===== src/design/eased_tween_table_engine_top_macros.svh =====
// Assertion macros used by the tween engine controller.
// No dependencies; simulation builds get the checks and synthesis gets empty bodies.
`ifndef EASED_TWEEN_TABLE_ENGINE_TOP_MACROS_SVH
`define EASED_TWEEN_TABLE_ENGINE_TOP_MACROS_SVH
`ifndef SYNTHESIS
// Property checked on every rising clock edge outside reset.
`define ETT_ASSERT(lbl, clk, rst_n, prop) \
    lbl: assert property (@(posedge clk) disable iff (!rst_n) prop) \
        else $error("tween engine assertion failed");
// Condition that must never be true.
`define ETT_ASSERT_NEVER(lbl, clk, rst_n, cond) \
    `ETT_ASSERT(lbl, clk, rst_n, !(cond))
`else
`define ETT_ASSERT(lbl, clk, rst_n, prop)
`define ETT_ASSERT_NEVER(lbl, clk, rst_n, cond)
`endif
`endif


===== src/design/ett_pkg.sv =====
// Shared types and constants of the tween table engine.
// No dependencies.
`timescale 1ns / 1ps
package ett_pkg;

    localparam int MAX_SLOTS_DEF = 32;
    localparam int ELASTIC_DEPTH_DEF = 256;

    localparam logic [1:0] ACT_START = 2'd0;
    localparam logic [1:0] ACT_TICK  = 2'd1;
    localparam logic [1:0] ACT_STOP  = 2'd2;

    localparam int DIV_STEPS = 16;
    localparam int EASE_W = 18;

    localparam longint Q30_ONE    = 64'sd1073741824;
    localparam longint LN2_Q30    = 64'sd744261118;
    localparam longint HALFPI_Q30 = 64'sd1686629713;

    typedef enum logic [2:0] {
        KIND_STARTED  = 3'd0,
        KIND_REFUSED  = 3'd1,
        KIND_RUNNING  = 3'd2,
        KIND_FINISHED = 3'd3,
        KIND_ACK      = 3'd4
    } kind_t;

    typedef struct packed {
        logic [7:0]         target;
        logic signed [31:0] start_value;
        logic signed [31:0] end_value;
        logic [31:0]        start_frame;
        logic [15:0]        duration;
        logic [2:0]         easing;
    } entry_t;

    localparam int ENTRY_W = $bits(entry_t);

    typedef struct packed {
        logic  capture;
        logic  ram_re;
        logic  ram_we;
        logic  wr_from_input;
        logic  eval;
        logic  div_step;
        logic  ease0;
        logic  ease1;
        logic  ease2;
        logic  mul;
        logic  sum;
        logic  out_load;
        kind_t out_kind;
    } cmd_t;

    typedef struct packed {
        logic finish;
        logic div_done;
    } status_t;

endpackage


===== src/design/ett_ctrl.sv =====
// Controller of the tween engine: item handshakes, table walk and compaction.
// Depends on ett_pkg and the assertion macro header.
`timescale 1ns / 1ps
`include "eased_tween_table_engine_top_macros.svh"
module ett_ctrl #(
    parameter int MAX_SLOTS = ett_pkg::MAX_SLOTS_DEF,
    parameter int IDX_W = (MAX_SLOTS > 1) ? $clog2(MAX_SLOTS) : 1,
    parameter int CNT_W = $clog2(MAX_SLOTS + 1)
) (
    input  logic             clk,
    input  logic             rst_n,
    input  logic             req_valid,
    output logic             req_stall,
    input  logic [1:0]       action,
    output logic             rsp_valid,
    input  logic             rsp_stall,
    output logic [2:0]       result_kind,
    output logic [4:0]       slot,
    output logic             last,
    output ett_pkg::cmd_t    cmd,
    input  ett_pkg::status_t status,
    output logic [IDX_W-1:0] raddr,
    output logic [IDX_W-1:0] waddr
);

    typedef enum logic [3:0] {
        ST_IDLE, ST_START_WR, ST_EMIT, ST_RD, ST_EVAL, ST_CHK, ST_DIV,
        ST_EASE0, ST_EASE1, ST_EASE2, ST_MUL, ST_SUM, ST_RES
    } state_t;

    state_t state_reg, state_next;
    logic [CNT_W-1:0] count_reg, count_next;
    logic [CNT_W-1:0] r_reg, r_next;
    logic [CNT_W-1:0] w_reg, w_next;
    logic [CNT_W-1:0] pend_slot_reg, pend_slot_next;
    ett_pkg::kind_t pend_kind_reg, pend_kind_next;
    logic rsp_valid_reg, rsp_valid_next;
    ett_pkg::kind_t kind_reg, kind_next;
    logic [4:0] slot_reg, slot_next;
    logic last_reg, last_next;
    logic out_free;
    logic walk_last;

    assign out_free = !rsp_valid_reg || !rsp_stall;
    assign walk_last = (r_reg == count_reg - CNT_W'(1));

    always_comb
    begin
        state_next = state_reg;
        count_next = count_reg;
        r_next = r_reg;
        w_next = w_reg;
        pend_slot_next = pend_slot_reg;
        pend_kind_next = pend_kind_reg;
        kind_next = kind_reg;
        slot_next = slot_reg;
        last_next = last_reg;
        rsp_valid_next = rsp_stall ? rsp_valid_reg : 1'b0;
        cmd = '0;
        cmd.out_kind = pend_kind_reg;
        case (state_reg)
            ST_IDLE:
            begin
                if (req_valid)
                begin
                    cmd.capture = 1'b1;
                    pend_slot_next = '0;
                    pend_kind_next = ett_pkg::KIND_ACK;
                    state_next = ST_EMIT;
                    case (action)
                        ett_pkg::ACT_START:
                        begin
                            if (count_reg >= CNT_W'(MAX_SLOTS))
                            begin
                                pend_kind_next = ett_pkg::KIND_REFUSED;
                            end
                            else
                            begin
                                pend_kind_next = ett_pkg::KIND_STARTED;
                                state_next = ST_START_WR;
                            end
                        end
                        ett_pkg::ACT_TICK:
                        begin
                            if (count_reg != '0)
                            begin
                                r_next = '0;
                                w_next = '0;
                                state_next = ST_RD;
                            end
                        end
                        ett_pkg::ACT_STOP:
                        begin
                            count_next = '0;
                        end
                        default:
                        begin
                            pend_kind_next = ett_pkg::KIND_ACK;
                        end
                    endcase
                end
            end
            ST_START_WR:
            begin
                cmd.ram_we = 1'b1;
                cmd.wr_from_input = 1'b1;
                pend_slot_next = count_reg;
                count_next = count_reg + CNT_W'(1);
                state_next = ST_EMIT;
            end
            ST_EMIT:
            begin
                if (out_free)
                begin
                    cmd.out_load = 1'b1;
                    rsp_valid_next = 1'b1;
                    kind_next = pend_kind_reg;
                    slot_next = 5'(pend_slot_reg);
                    last_next = 1'b1;
                    state_next = ST_IDLE;
                end
            end
            ST_RD:
            begin
                cmd.ram_re = 1'b1;
                state_next = ST_EVAL;
            end
            ST_EVAL:
            begin
                cmd.eval = 1'b1;
                state_next = ST_CHK;
            end
            ST_CHK:
            begin
                if (status.finish)
                begin
                    pend_kind_next = ett_pkg::KIND_FINISHED;
                    state_next = ST_RES;
                end
                else
                begin
                    pend_kind_next = ett_pkg::KIND_RUNNING;
                    state_next = ST_DIV;
                end
            end
            ST_DIV:
            begin
                if (status.div_done)
                begin
                    state_next = ST_EASE0;
                end
                else
                begin
                    cmd.div_step = 1'b1;
                end
            end
            ST_EASE0:
            begin
                cmd.ease0 = 1'b1;
                state_next = ST_EASE1;
            end
            ST_EASE1:
            begin
                cmd.ease1 = 1'b1;
                state_next = ST_EASE2;
            end
            ST_EASE2:
            begin
                cmd.ease2 = 1'b1;
                state_next = ST_MUL;
            end
            ST_MUL:
            begin
                cmd.mul = 1'b1;
                state_next = ST_SUM;
            end
            ST_SUM:
            begin
                cmd.sum = 1'b1;
                state_next = ST_RES;
            end
            ST_RES:
            begin
                if (out_free)
                begin
                    cmd.out_load = 1'b1;
                    rsp_valid_next = 1'b1;
                    kind_next = pend_kind_reg;
                    slot_next = 5'(r_reg);
                    last_next = walk_last;
                    if (pend_kind_reg == ett_pkg::KIND_RUNNING)
                    begin
                        // Survivors move down over retired entries, keeping order.
                        cmd.ram_we = 1'b1;
                        w_next = w_reg + CNT_W'(1);
                    end
                    r_next = r_reg + CNT_W'(1);
                    if (walk_last)
                    begin
                        count_next = w_next;
                        state_next = ST_IDLE;
                    end
                    else
                    begin
                        state_next = ST_RD;
                    end
                end
            end
            default:
            begin
                state_next = ST_IDLE;
            end
        endcase
    end

    always_ff @(posedge clk or negedge rst_n)
    begin
        if (!rst_n)
        begin
            state_reg <= ST_IDLE;
            count_reg <= '0;
            r_reg <= '0;
            w_reg <= '0;
            pend_slot_reg <= '0;
            pend_kind_reg <= ett_pkg::KIND_ACK;
            rsp_valid_reg <= 1'b0;
            kind_reg <= ett_pkg::KIND_ACK;
            slot_reg <= 5'd0;
            last_reg <= 1'b0;
        end
        else
        begin
            state_reg <= state_next;
            count_reg <= count_next;
            r_reg <= r_next;
            w_reg <= w_next;
            pend_slot_reg <= pend_slot_next;
            pend_kind_reg <= pend_kind_next;
            rsp_valid_reg <= rsp_valid_next;
            kind_reg <= kind_next;
            slot_reg <= slot_next;
            last_reg <= last_next;
        end
    end

    assign req_stall = (state_reg != ST_IDLE);
    assign rsp_valid = rsp_valid_reg;
    assign result_kind = kind_reg;
    assign slot = slot_reg;
    assign last = last_reg;
    assign raddr = r_reg[IDX_W-1:0];
    assign waddr = (state_reg == ST_START_WR) ? count_reg[IDX_W-1:0] : w_reg[IDX_W-1:0];

    `ETT_ASSERT(a_count_bound, clk, rst_n, count_reg <= CNT_W'(MAX_SLOTS))
    `ETT_ASSERT(a_compact_order, clk, rst_n, w_reg <= r_reg || state_reg == ST_IDLE || state_reg == ST_EMIT || state_reg == ST_START_WR)
    `ETT_ASSERT_NEVER(a_load_over_held, clk, rst_n, cmd.out_load && rsp_valid_reg && rsp_stall)
    `ETT_ASSERT(a_walk_nonempty, clk, rst_n, (state_reg != ST_RD) || (r_reg < count_reg))

endmodule


===== config.mk =====
export PLATFORM = sky130hd
export DESIGN_NAME = ett_ctrl
export DESIGN_NICKNAME = d
export VERILOG_FILES = /design/src/design/ett_pkg.sv /design/src/design/ett_ctrl.sv
export VERILOG_INCLUDE_DIRS = /design/src /design/src/design
export SDC_FILE = /design/constraint.sdc
export NUM_CORES = 1
export LEC_CHECK = 0
export ABC_AREA = 1
export BUFFER_PORTS_ARGS = -buffer_cell sky130_fd_sc_hd__buf_2
export CAP_MARGIN = 20
export CORE_MARGIN = 5
export CORE_UTILIZATION = 40
export DETAILED_ROUTE_END_ITERATION = 8
export PLACE_DENSITY = 0.56
export SLEW_MARGIN = 5
export SYNTH_ARGS = -nofsm -noshare
export SYNTH_HDL_FRONTEND = slang
export SYNTH_SLANG_ARGS = --single-unit

===== constraint.sdc =====
create_clock -name clk -period 4.8 [get_ports clk]
set_input_delay 0 -clock clk [delete_from_list [all_inputs] [get_ports clk]]
set_output_delay 0 -clock clk [all_outputs]
set_load 0.01 [all_outputs]

==> results of run 1 <==
## layout by cell type (no fill, tap or decap), types with 2 or more instances in the layout
cell type	count
a21oi_1	3
a31oi_1	5
buf_2	43
clkbuf_8	5
clkinv_2	2
dfrtp_1	38
dfstp_2	2
dlygate4sd3_1	3
ha_1	5
inv_1	35
inv_2	5
inv_4	3
nand2_1	115
nand2_2	7
nand2_4	5
nand3_1	30
nand4_1	4
nor2_1	39
nor2_4	2
nor2_8	2
nor3_1	3
o21ai_0	21
o21ai_1	4
o21ai_2	6
o31ai_1	2
xor2_1	8
## path summary, 6_finish.rpt
path / startpoint / endpoint / slack (ns) / cells after the start
setup / recovery: state_reg[2]$_DFFE_PN0P_ / waddr[2] / 2.30 / 6
hold / removal: action[1] / pend_kind_reg[0]$_DFFE_PN0P_ / 0.07 / 4
setup reg to reg: state_reg[2]$_DFFE_PN0P_ / count_reg[2]$_DFFE_PN0P_ / 2.47 / 8
hold reg to reg: slot[0]$_DFFE_PN0P_ / slot[0]$_DFFE_PN0P_ / 0.49 / 2
max in group asynchronous: rst_n / w_reg[2]$_DFFE_PN0P_ / 3.84 / 2
min in group asynchronous: rst_n / result_kind[0]$_DFFE_PN0P_ / 0.38 / 2
## stage by stage
step                cells  instance area (sq um)  hold slack, ns  util, %  worst slack (ns)
floorplan             366                   2650          -0.296        -              3.12
global placement      472                   2850           0.192     44.7              2.58
detailed placement    472                   2850           0.206     44.7              2.47
CTS                   483                   2970          0.0603     46.5              2.27
global route          483                   2970          0.0925     46.5              2.02
finish                483                   2970          0.0665     46.5              2.30
## power groups by stage
| stage | clock, W | combinational, W | sequential, W |
|---|---|---|---|
| global route | 0.000252 | 0.000769 | 0.000476 |
| floorplan | 0 | 0.000508 | 0.000488 |
| finish | 0.000226 | 0.000689 | 0.000462 |
| CTS | 0.000235 | 0.000698 | 0.000463 |
| global placement | 0 | 0.000690 | 0.000469 |
| detailed placement | 0 | 0.000694 | 0.000470 |
## worst register-to-register path: cells and delay by family, from the launching register on
family / cells / cell delay [ns]
AO/OA/AOI/OAI: 1 / 0.34
buffers and inverters: 2 / 0.56
flip-flops: 1 / 0.42
AND/OR/NAND/NOR: 5 / 0.89
## cell type report
type / count / area share (%)
tap: 77 / 3.24
multi-input combinational: 269 / 46.1
inverter: 43 / 5.68
clock buffer: 5 / 2.32
sequential: 40 / 33.8
timing repair buffer: 46 / 8.25
clock inverter: 3 / 0.632
## layer usage
metal	vias up	wire length, um	GRT usage [%]
met5	-	0	0
met4	0	78	4.16
met3	7	324	3.22
met2	50	3010	27.0
met1	1080	3140	23.2
li1	1239	-	-
## cell families (layout without fill, tap and decap cells)
group,after synthesis,after routing,share of synthesized area (%)
xor+xnor,8,8,2.64
fa+ha+maj,5,5,2.36
compound gates,45,45,10.4
buf+inv,57,97,10.5
flops,40,40,37.8
simple gates,211,211,36.2
## repair_timing
action                    4_1_cts  5_1_grt
hold buffers                    3        0
resized for setup               0        0
hold endpoints to repair       40        0
==> qor.yml, run 1 <==
status: "complete, no violations"
p_sw_share_pct: 46.6
drive_gt1_share_pct: 21.4
cts_setup_buffers: 0
drtIter0Drc: 105
hp-class: "input port to register"
multiInputGateArea_sq_mm: 0.00137
die_x_um: 91.4
gp_congestion: 0.828
fin_setup_tns_ns: 0
clkSinkCount: 40
seq_area_sq_mm: 0.00100
grt_max_degree: 41
path_common_cell: "inv_1"
first_pass_iters: 5
ys_types: 35
tightest_slew_ns: 0.940
drv_cap: 0
synth_nets: 379
start_util_pct: 41.5
cts_buffer_depth: 2
via_per_inst: 4.92
peakVddDrop_uv: 268
drc: 0
max_slew_margin_pct: 37.3
ant_nets: 0
p_leak_nw: 1.57
die_h_um: 91.4
timing.critical_path.buf_inv: 3
n_antenna_cell: 0
hpwl_um: 5010
seq_area_frac_synth_pct: 37.8
power_frac_seq_pct: 33.6
syn_area_per_cell_sq_um: 7.24
grt_pass1_vias: 2352
min_period_ns: 2.50
slew_violations: 0
syn-cell-area_sq_mm: 0.00265
core_area_sq_mm: 0.00639
synth_warnings: 0
cp-start-kind: "register"
dieArea_sq_mm: 0.00836
path_cells: "inv_1 -> nand2_4 -> nor2_1 -> inv_1 -> o21ai_0 -> buf_2"
power_switching_w: 0.000642
fin_crit_sh_pct: 52.1
p_int_w: 0.000735
n_fill_cell: 662
ys_top_cells_by_count: "nand2_1, nor2_1, dfrtp_1"
yosysMostFrequentCell: "nand2_1"
cts-buffers-inserted: 5
critical_path.max_stage_delay_ns: 0.56
fin_total_pwr_w: 0.00138
htreeDepth: 2
fin_nets: 418
vias: 2376
synth-edff-count: 0
worst_ep_arrival_time_ns: 2.50
fin_skew_ns: 0.00736
critPathKind: "register to output pin"
path_delay_family: "buffers and inverters"
fmax_mhz: 400
yosys.area.top_type: "dfrtp_1"
end_kind: "output pin"
num_io_pins: 44
antenna_found_initial: 0
grt_usage_pct: 16.8
cp.required_ns: 4.80
comb_power_share_pct: 50.0
insertion_delay_ns: 0.29
setup_viol: 0
placementRows: 29
cp_max_fo: 16
grt_pass1_wl_um: 11600
path_clk_slew_ns: 0.09
synth_top_area_share_pct: 35.9
rsz0062_at_grt: "no"
areaGrowthSynthToFinish_pct: 12.1
synthArstFlopShare_pct: 100
wl_per_cell_um: 13.6
drt_wl_total_um: 6550
cts_tree: "done"
hold_viol: 0
numPortBuffers: 43
clock_power_share_pct: 16.4
synth_ff_type: "dfrtp_1"
gr-total-overflow: 0
synth_area_leaders: "dfrtp_1, nand2_1, nand3_1"
slowest_stage: "nor2_1"
ys_ff_latch: 40
cts_root_buf: "clkbuf_8"
powerDensity_mw_per_mm2: 463
synth_cells: 366
(Power assumes the default switching activity.)
==> inputs of run 2 (changes only) <==
Clock period 4.8 ns to 2.4 ns, I/O delays scaled along.
==> qor.yml, run 2 (synthesized netlist as in run 1, its figures left out) <==
p_sw_share_pct: 45.1
reg2reg_from: "count_reg[0]$_DFFE_PN0P_"
hp-start: "action[1]"
cp.required_ns: 2.59
dp.cells: 474
drt_wl_total_um: 6570
path_cells: "inv_1 -> ha_1 -> xor2_1 -> nand3_1 -> nor2_1 -> nand3_2 -> nand2_4 -> nand2_2 -> nand2_1 -> nand2_1"
power_frac_seq_pct: 32.1
fin_nets: 420
via_per_inst: 4.96
antenna_found_initial: 0
p_leak_nw: 1.59
hpwl_um: 5030
insertion_delay_ns: 0.30
fin_total_pwr_w: 0.00289
htreeDepth: 2
setup_viol: 0
drive_gt1_share_pct: 21.8
peakVddDrop_uv: 520
clkSinkCount: 40
design_area_sq_mm: 0.00301
fin_skew_ns: 0.00728
cts_tree: "done"
whs_endpoint: "pend_kind_reg[0]$_DFFE_PN0P_"
final_common_cell: "nand2_1"
drv_cap: 0
path_clk_slew_ns: 0.09
gp_congestion: 0.794
fin_crit_sh_pct: 83.0
final-instance-count-excl-fill: 485
clock_power_share_pct: 19.3
hp-class: "input port to register"
fin_setup_tns_ns: 0
startpoint: "count_reg[0]$_DFFE_PN0P_"
grt_max_degree: 41
max_slew_margin_pct: 41.7
grt_pass1_wl_um: 11300
ant_nets: 0
cts_setup_buffers: 0
critical_path.max_stage_delay_ns: 0.49
grt_usage_pct: 16.5
holdPathStages: 4
final_cell_mix: "nand2_1, buf_2, nor2_1, dfrtp_1, inv_1"
cts-buffers-inserted: 5
drtIter0Drc: 77
comb_power_share_pct: 48.6
worst_ep_arrival_time_ns: 2.18
power_switching_w: 0.00130
fmax_mhz: 502
ff2ff_setup_slack_ns: 0.41
path_common_cell: "nand2_1"
dieArea_sq_mm: 0.00836
die_x_um: 91.4
status: "complete, no violations"
cts_buffer_depth: 2
drc: 0
placementRows: 29
first_pass_iters: 4
r2r-end: "count_reg[5]$_DFFE_PN0P_"
n_antenna_cell: 0
hold_viol: 0
min_period_ns: 1.99
powerDensity_mw_per_mm2: 960
place_area_sq_mm: 0.00287
rsz0062_at_grt: "no"
num_io_pins: 44
slowest_stage: "dfrtp_1"
vias: 2406
p_int_w: 0.00159
gr-total-overflow: 0
cp_max_fo: 9
start_util_pct: 41.5
die_h_um: 91.4
slew_violations: 0
grt_pass1_vias: 2274
end_kind: "register"
critPathKind: "register to register"
r2r_cells: 10
tightest_slew_ns: 0.874
core_area_sq_mm: 0.00639
cp-start-kind: "register"
cts_root_buf: "clkbuf_8"
n_fill_cell: 666
holdWs_ns: 0.0747
wl_per_cell_um: 13.6
numPortBuffers: 43
areaGrowthSynthToFinish_pct: 13.5
[run 2: metrics by stage]
step	worst slack, ns	util, %
after floorplan	0.719	-
after global placement	0.457	44.9
after detailed placement	0.446	44.9
after CTS	0.428	47.1
after global routing	0.262	47.1
final	0.408	47.1
[run 2: worst max-delay path by stage]
stage | to | cells past startpoint
2_1_floorplan | count_reg[0]$_DFFE_PN0P_ | 10
3_3_place_gp | count_reg[2]$_DFFE_PN0P_ | 10
3_5_place_dp | count_reg[2]$_DFFE_PN0P_ | 10
4_1_cts | count_reg[4]$_DFFE_PN0P_ | 10
5_1_grt | count_reg[4]$_DFFE_PN0P_ | 10
6_report | count_reg[5]$_DFFE_PN0P_ | 10
[run 2: area by class of cell]
cell class                      instances  area [sq um]  area share [%]
Multi-Input combinational cell        269          1370            45.5
Sequential cell                        40          1000            33.3
Timing Repair Buffer                   48           260            8.65
Inverter                               43           169            5.61
Tap cell                               77          96.3            3.20
Clock buffer                            5          68.8            2.29
Clock inverter                          3          42.5            1.41
[run 2: critical path: cells and delay by family (launching register included)]
family	cells	cell delay [ns]
DFF	1	0.49
xor gates and xnor gates	1	0.16
adders and majority gates	1	0.34
and+or+nand+nor	7	0.77
buffers and inverters	1	0.13
[run 2: metal layers]
layer	vias up	global-route usage, %	wire [um]
met1	1102	22.7	3180
met5	-	0	0
met2	61	26.2	3040
li1	1241	-	-
met4	0	4.16	32
met3	2	3.64	315
[run 2: repair_timing]
action / CTS / global route
hold buffers: 3 / 0
resized for setup: 0 / 0
endpoints found under the setup margin: 0 / 0
hold endpoints to repair: 40 / 0
[run 2: power by group through the flow]
stage | registers (W) | logic [W] | clock network (W)
floorplan | 0.000976 | 0.00102 | 0
global placement | 0.000943 | 0.00141 | 0
detailed placement | 0.000940 | 0.00141 | 0
CTS | 0.000928 | 0.00142 | 0.000569
global route | 0.000949 | 0.00157 | 0.000597
finish | 0.000928 | 0.00140 | 0.000558
==> inputs of run 3 (changes only) <==
Settings changed: ABC_AREA 1 to 0, PLACE_DENSITY 0.56 to 0.58.
Clock period 2.4 ns to 1.7 ns, I/O delays scaled along.
==> qor.yml, run 3 <==
gp_congestion: 0.849
numPortBuffers: 43
use_met3_pct: 2.92
yosys.area.top_type: "dfrtp_1"
violations: "setup timing"
grt_usage_pct: 18.6
max_slew_margin_pct: 68.4
path_clk_slew_ns: 0.08
wl_per_cell_um: 15.7
fin_nets: 432
vias: 2585
cts-buffers-inserted: 5
die_h_um: 89.8
ant_nets: 0
powerDensity_mw_per_mm2: 1580
drive_gt1_share_pct: 49.3
grt_pass1_vias: 2423
hp-class: "input port to register"
drt_wl_total_um: 7790
synth_area_leaders: "dfrtp_1, nand2_1, nor2_1"
min_period_ns: 1.95
htreeDepth: 2
p_leak_nw: 1.84
r2r_cells: 8
ys_top_cells_by_count: "nand2_1, dfrtp_1, nor2_1"
tightest_slew_ns: 0.475
synth_top_area_share_pct: 37.4
fmax_mhz: 513
via_per_inst: 5.20
holdPathStages: 3
synthArstFlopShare_pct: 100
peakVddDrop_uv: 872
areaGrowthSynthToFinish_pct: 52.1
insertion_delay_ns: 0.30
drc: 0
setup_viol: 27
syn_area_per_cell_sq_um: 8.45
grt_pass1_wl_um: 12300
grt_max_degree: 25
drtIter0Drc: 123
cp_max_fo: 4
synth_warnings: 0
holdWs_ns: 0.0756
synth_cells: 301
rsz0062_at_grt: "yes"
die_x_um: 89.8
fin_skew_ns: 0.00949
slew_violations: 0
grtUsageMet2_pct: 29.2
clkSinkCount: 40
placementRows: 29
cts_tree: "done"
r2r-end: "count_reg[3]$_DFFE_PN0P_"
setup_slack_ns: -0.249
ys_ff_latch: 40
fin_crit_sh_pct: 115
syn-cell-area_sq_mm: 0.00254
slowest_stage: "dfrtp_1"
cts_buffer_depth: 2
dp.cells: 469
first_pass_iters: 4
grt_util_met1_pct: 26.2
synth_ff_type: "dfrtp_1"
fin_setup_tns_ns: -2.81
whs_endpoint: "pend_kind_reg[2]$_DFFE_PN1P_"
final_cell_mix: "buf_4, nand2_1, buf_2, dfrtp_1, nor2_1"
hp-start: "action[0]"
ys_types: 58
ff2ff_setup_slack_ns: -0.25
reg2reg_from: "count_reg[1]$_DFFE_PN0P_"
drv_cap: 0
yosysMostFrequentCell: "nand2_1"
critical_path.max_stage_delay_ns: 0.39
hpwl_um: 5630
antenna_found_initial: 0
final-instance-count-excl-fill: 497
dieArea_sq_mm: 0.00806
cp-start-kind: "register"
core_area_sq_mm: 0.00628
synth_nets: 314
start_util_pct: 40.5
final_common_cell: "buf_4"
num_io_pins: 44
path_cells: "inv_2 -> ha_4 -> xnor2_2 -> a211oi_2 -> nand4bb_1 -> o21ai_4 -> a31oi_1 -> o221a_2"
top_usage_layer: "met2"
n_antenna_cell: 0
end_kind: "register"
worst_ep_arrival_time_ns: 2.14
cp.required_ns: 1.89
hold_viol: 0
status: "finished, violations left"
post-route-util_pct: 61.7
cts_root_buf: "clkbuf_8"
gr-total-overflow: 0
seq_area_frac_synth_pct: 39.4
critPathKind: "register to register"
synth-edff-count: 0
-- run 3: worst max path at each step --
stage,end,slack (ns),cells past startpoint,start
finish,count_reg[3]$_DFFE_PN0P_,-0.25,8,count_reg[1]$_DFFE_PN0P_
global placement,state_reg[1]$_DFFE_PN0P_,-0.21,8,count_reg[1]$_DFFE_PN0P_
CTS,state_reg[1]$_DFFE_PN0P_,-0.23,8,count_reg[1]$_DFFE_PN0P_
global route,state_reg[1]$_DFFE_PN0P_,-0.32,8,count_reg[0]$_DFFE_PN0P_
floorplan,count_reg[3]$_DFFE_PN0P_,-0.25,9,count_reg[0]$_DFFE_PN0P_
detailed placement,state_reg[1]$_DFFE_PN0P_,-0.27,8,count_reg[0]$_DFFE_PN0P_
-- run 3: worst max-delay path: cells and delay by family, from the launching register on --
kind            cells  cell delay [ns]
xor+xnor            1             0.13
simple gates        1             0.18
flops               1             0.39
fa+ha+maj           1             0.22
buf+inv             1             0.11
compound gates      4             0.81
-- run 3: cell families after synthesis --
family / synth area share [%]
simple gates: 23.9
flops: 39.4
compound gates: 20.6
mux: 2.56
fa+ha+maj: 2.46
buf+inv: 6.98
xor+xnor: 4.13
-- run 3: cell type report --
| cell class | instances | area [sq um] |
|---|---|---|
| clock buffers | 6 | 82.6 |
| clock inverters | 2 | 38.8 |
| fillers | 556 | 2410 |
| inverters | 9 | 43.8 |
| multi-input cells | 229 | 1570 |
| flip-flops and latches | 40 | 1010 |
| well taps | 77 | 96.3 |
| repair buffers | 134 | 1030 |
-- run 3: where the power goes --
part / leakage [nW] / internal [W] / switching (W)
logic: 1.26 / 0.00200 / 0.00188
clock network: 0.0614 / 0.000481 / 0.000370
registers: 0.522 / 0.00121 / 0.000177
total: 1.84 / 0.00369 / 0.00243
-- run 3: per-stage QoR --
step	instance area, sq um	worst slack [ns]	total power [W]
final	3870	-0.249	0.00612
after global routing	3870	-0.322	0.00652
after CTS	3600	-0.231	0.00561
after detailed placement	3300	-0.265	0.00446
after global placement	3300	-0.208	0.00444
after floorplan	2590	-0.248	0.00310
-- run 3: repair_timing --
item | in CTS | in global routing
cloned | 2 | 0
buffers inserted | 5 | 12
pin swaps | 13 | 9
setup endpoints to repair | 35 | 42
hold endpoints to repair | 17 | 0
gates resized for setup | 43 | 42
hold buffers | 2 | 0
-- run 3: layer usage --
metal	vias up	part of all wire, %	routed length (um)
met1	1245	47	3660
met5	-	0	0
met4	0	1.4	107
met3	10	3.4	268
met2	50	48	3760
li1	1280	-	-
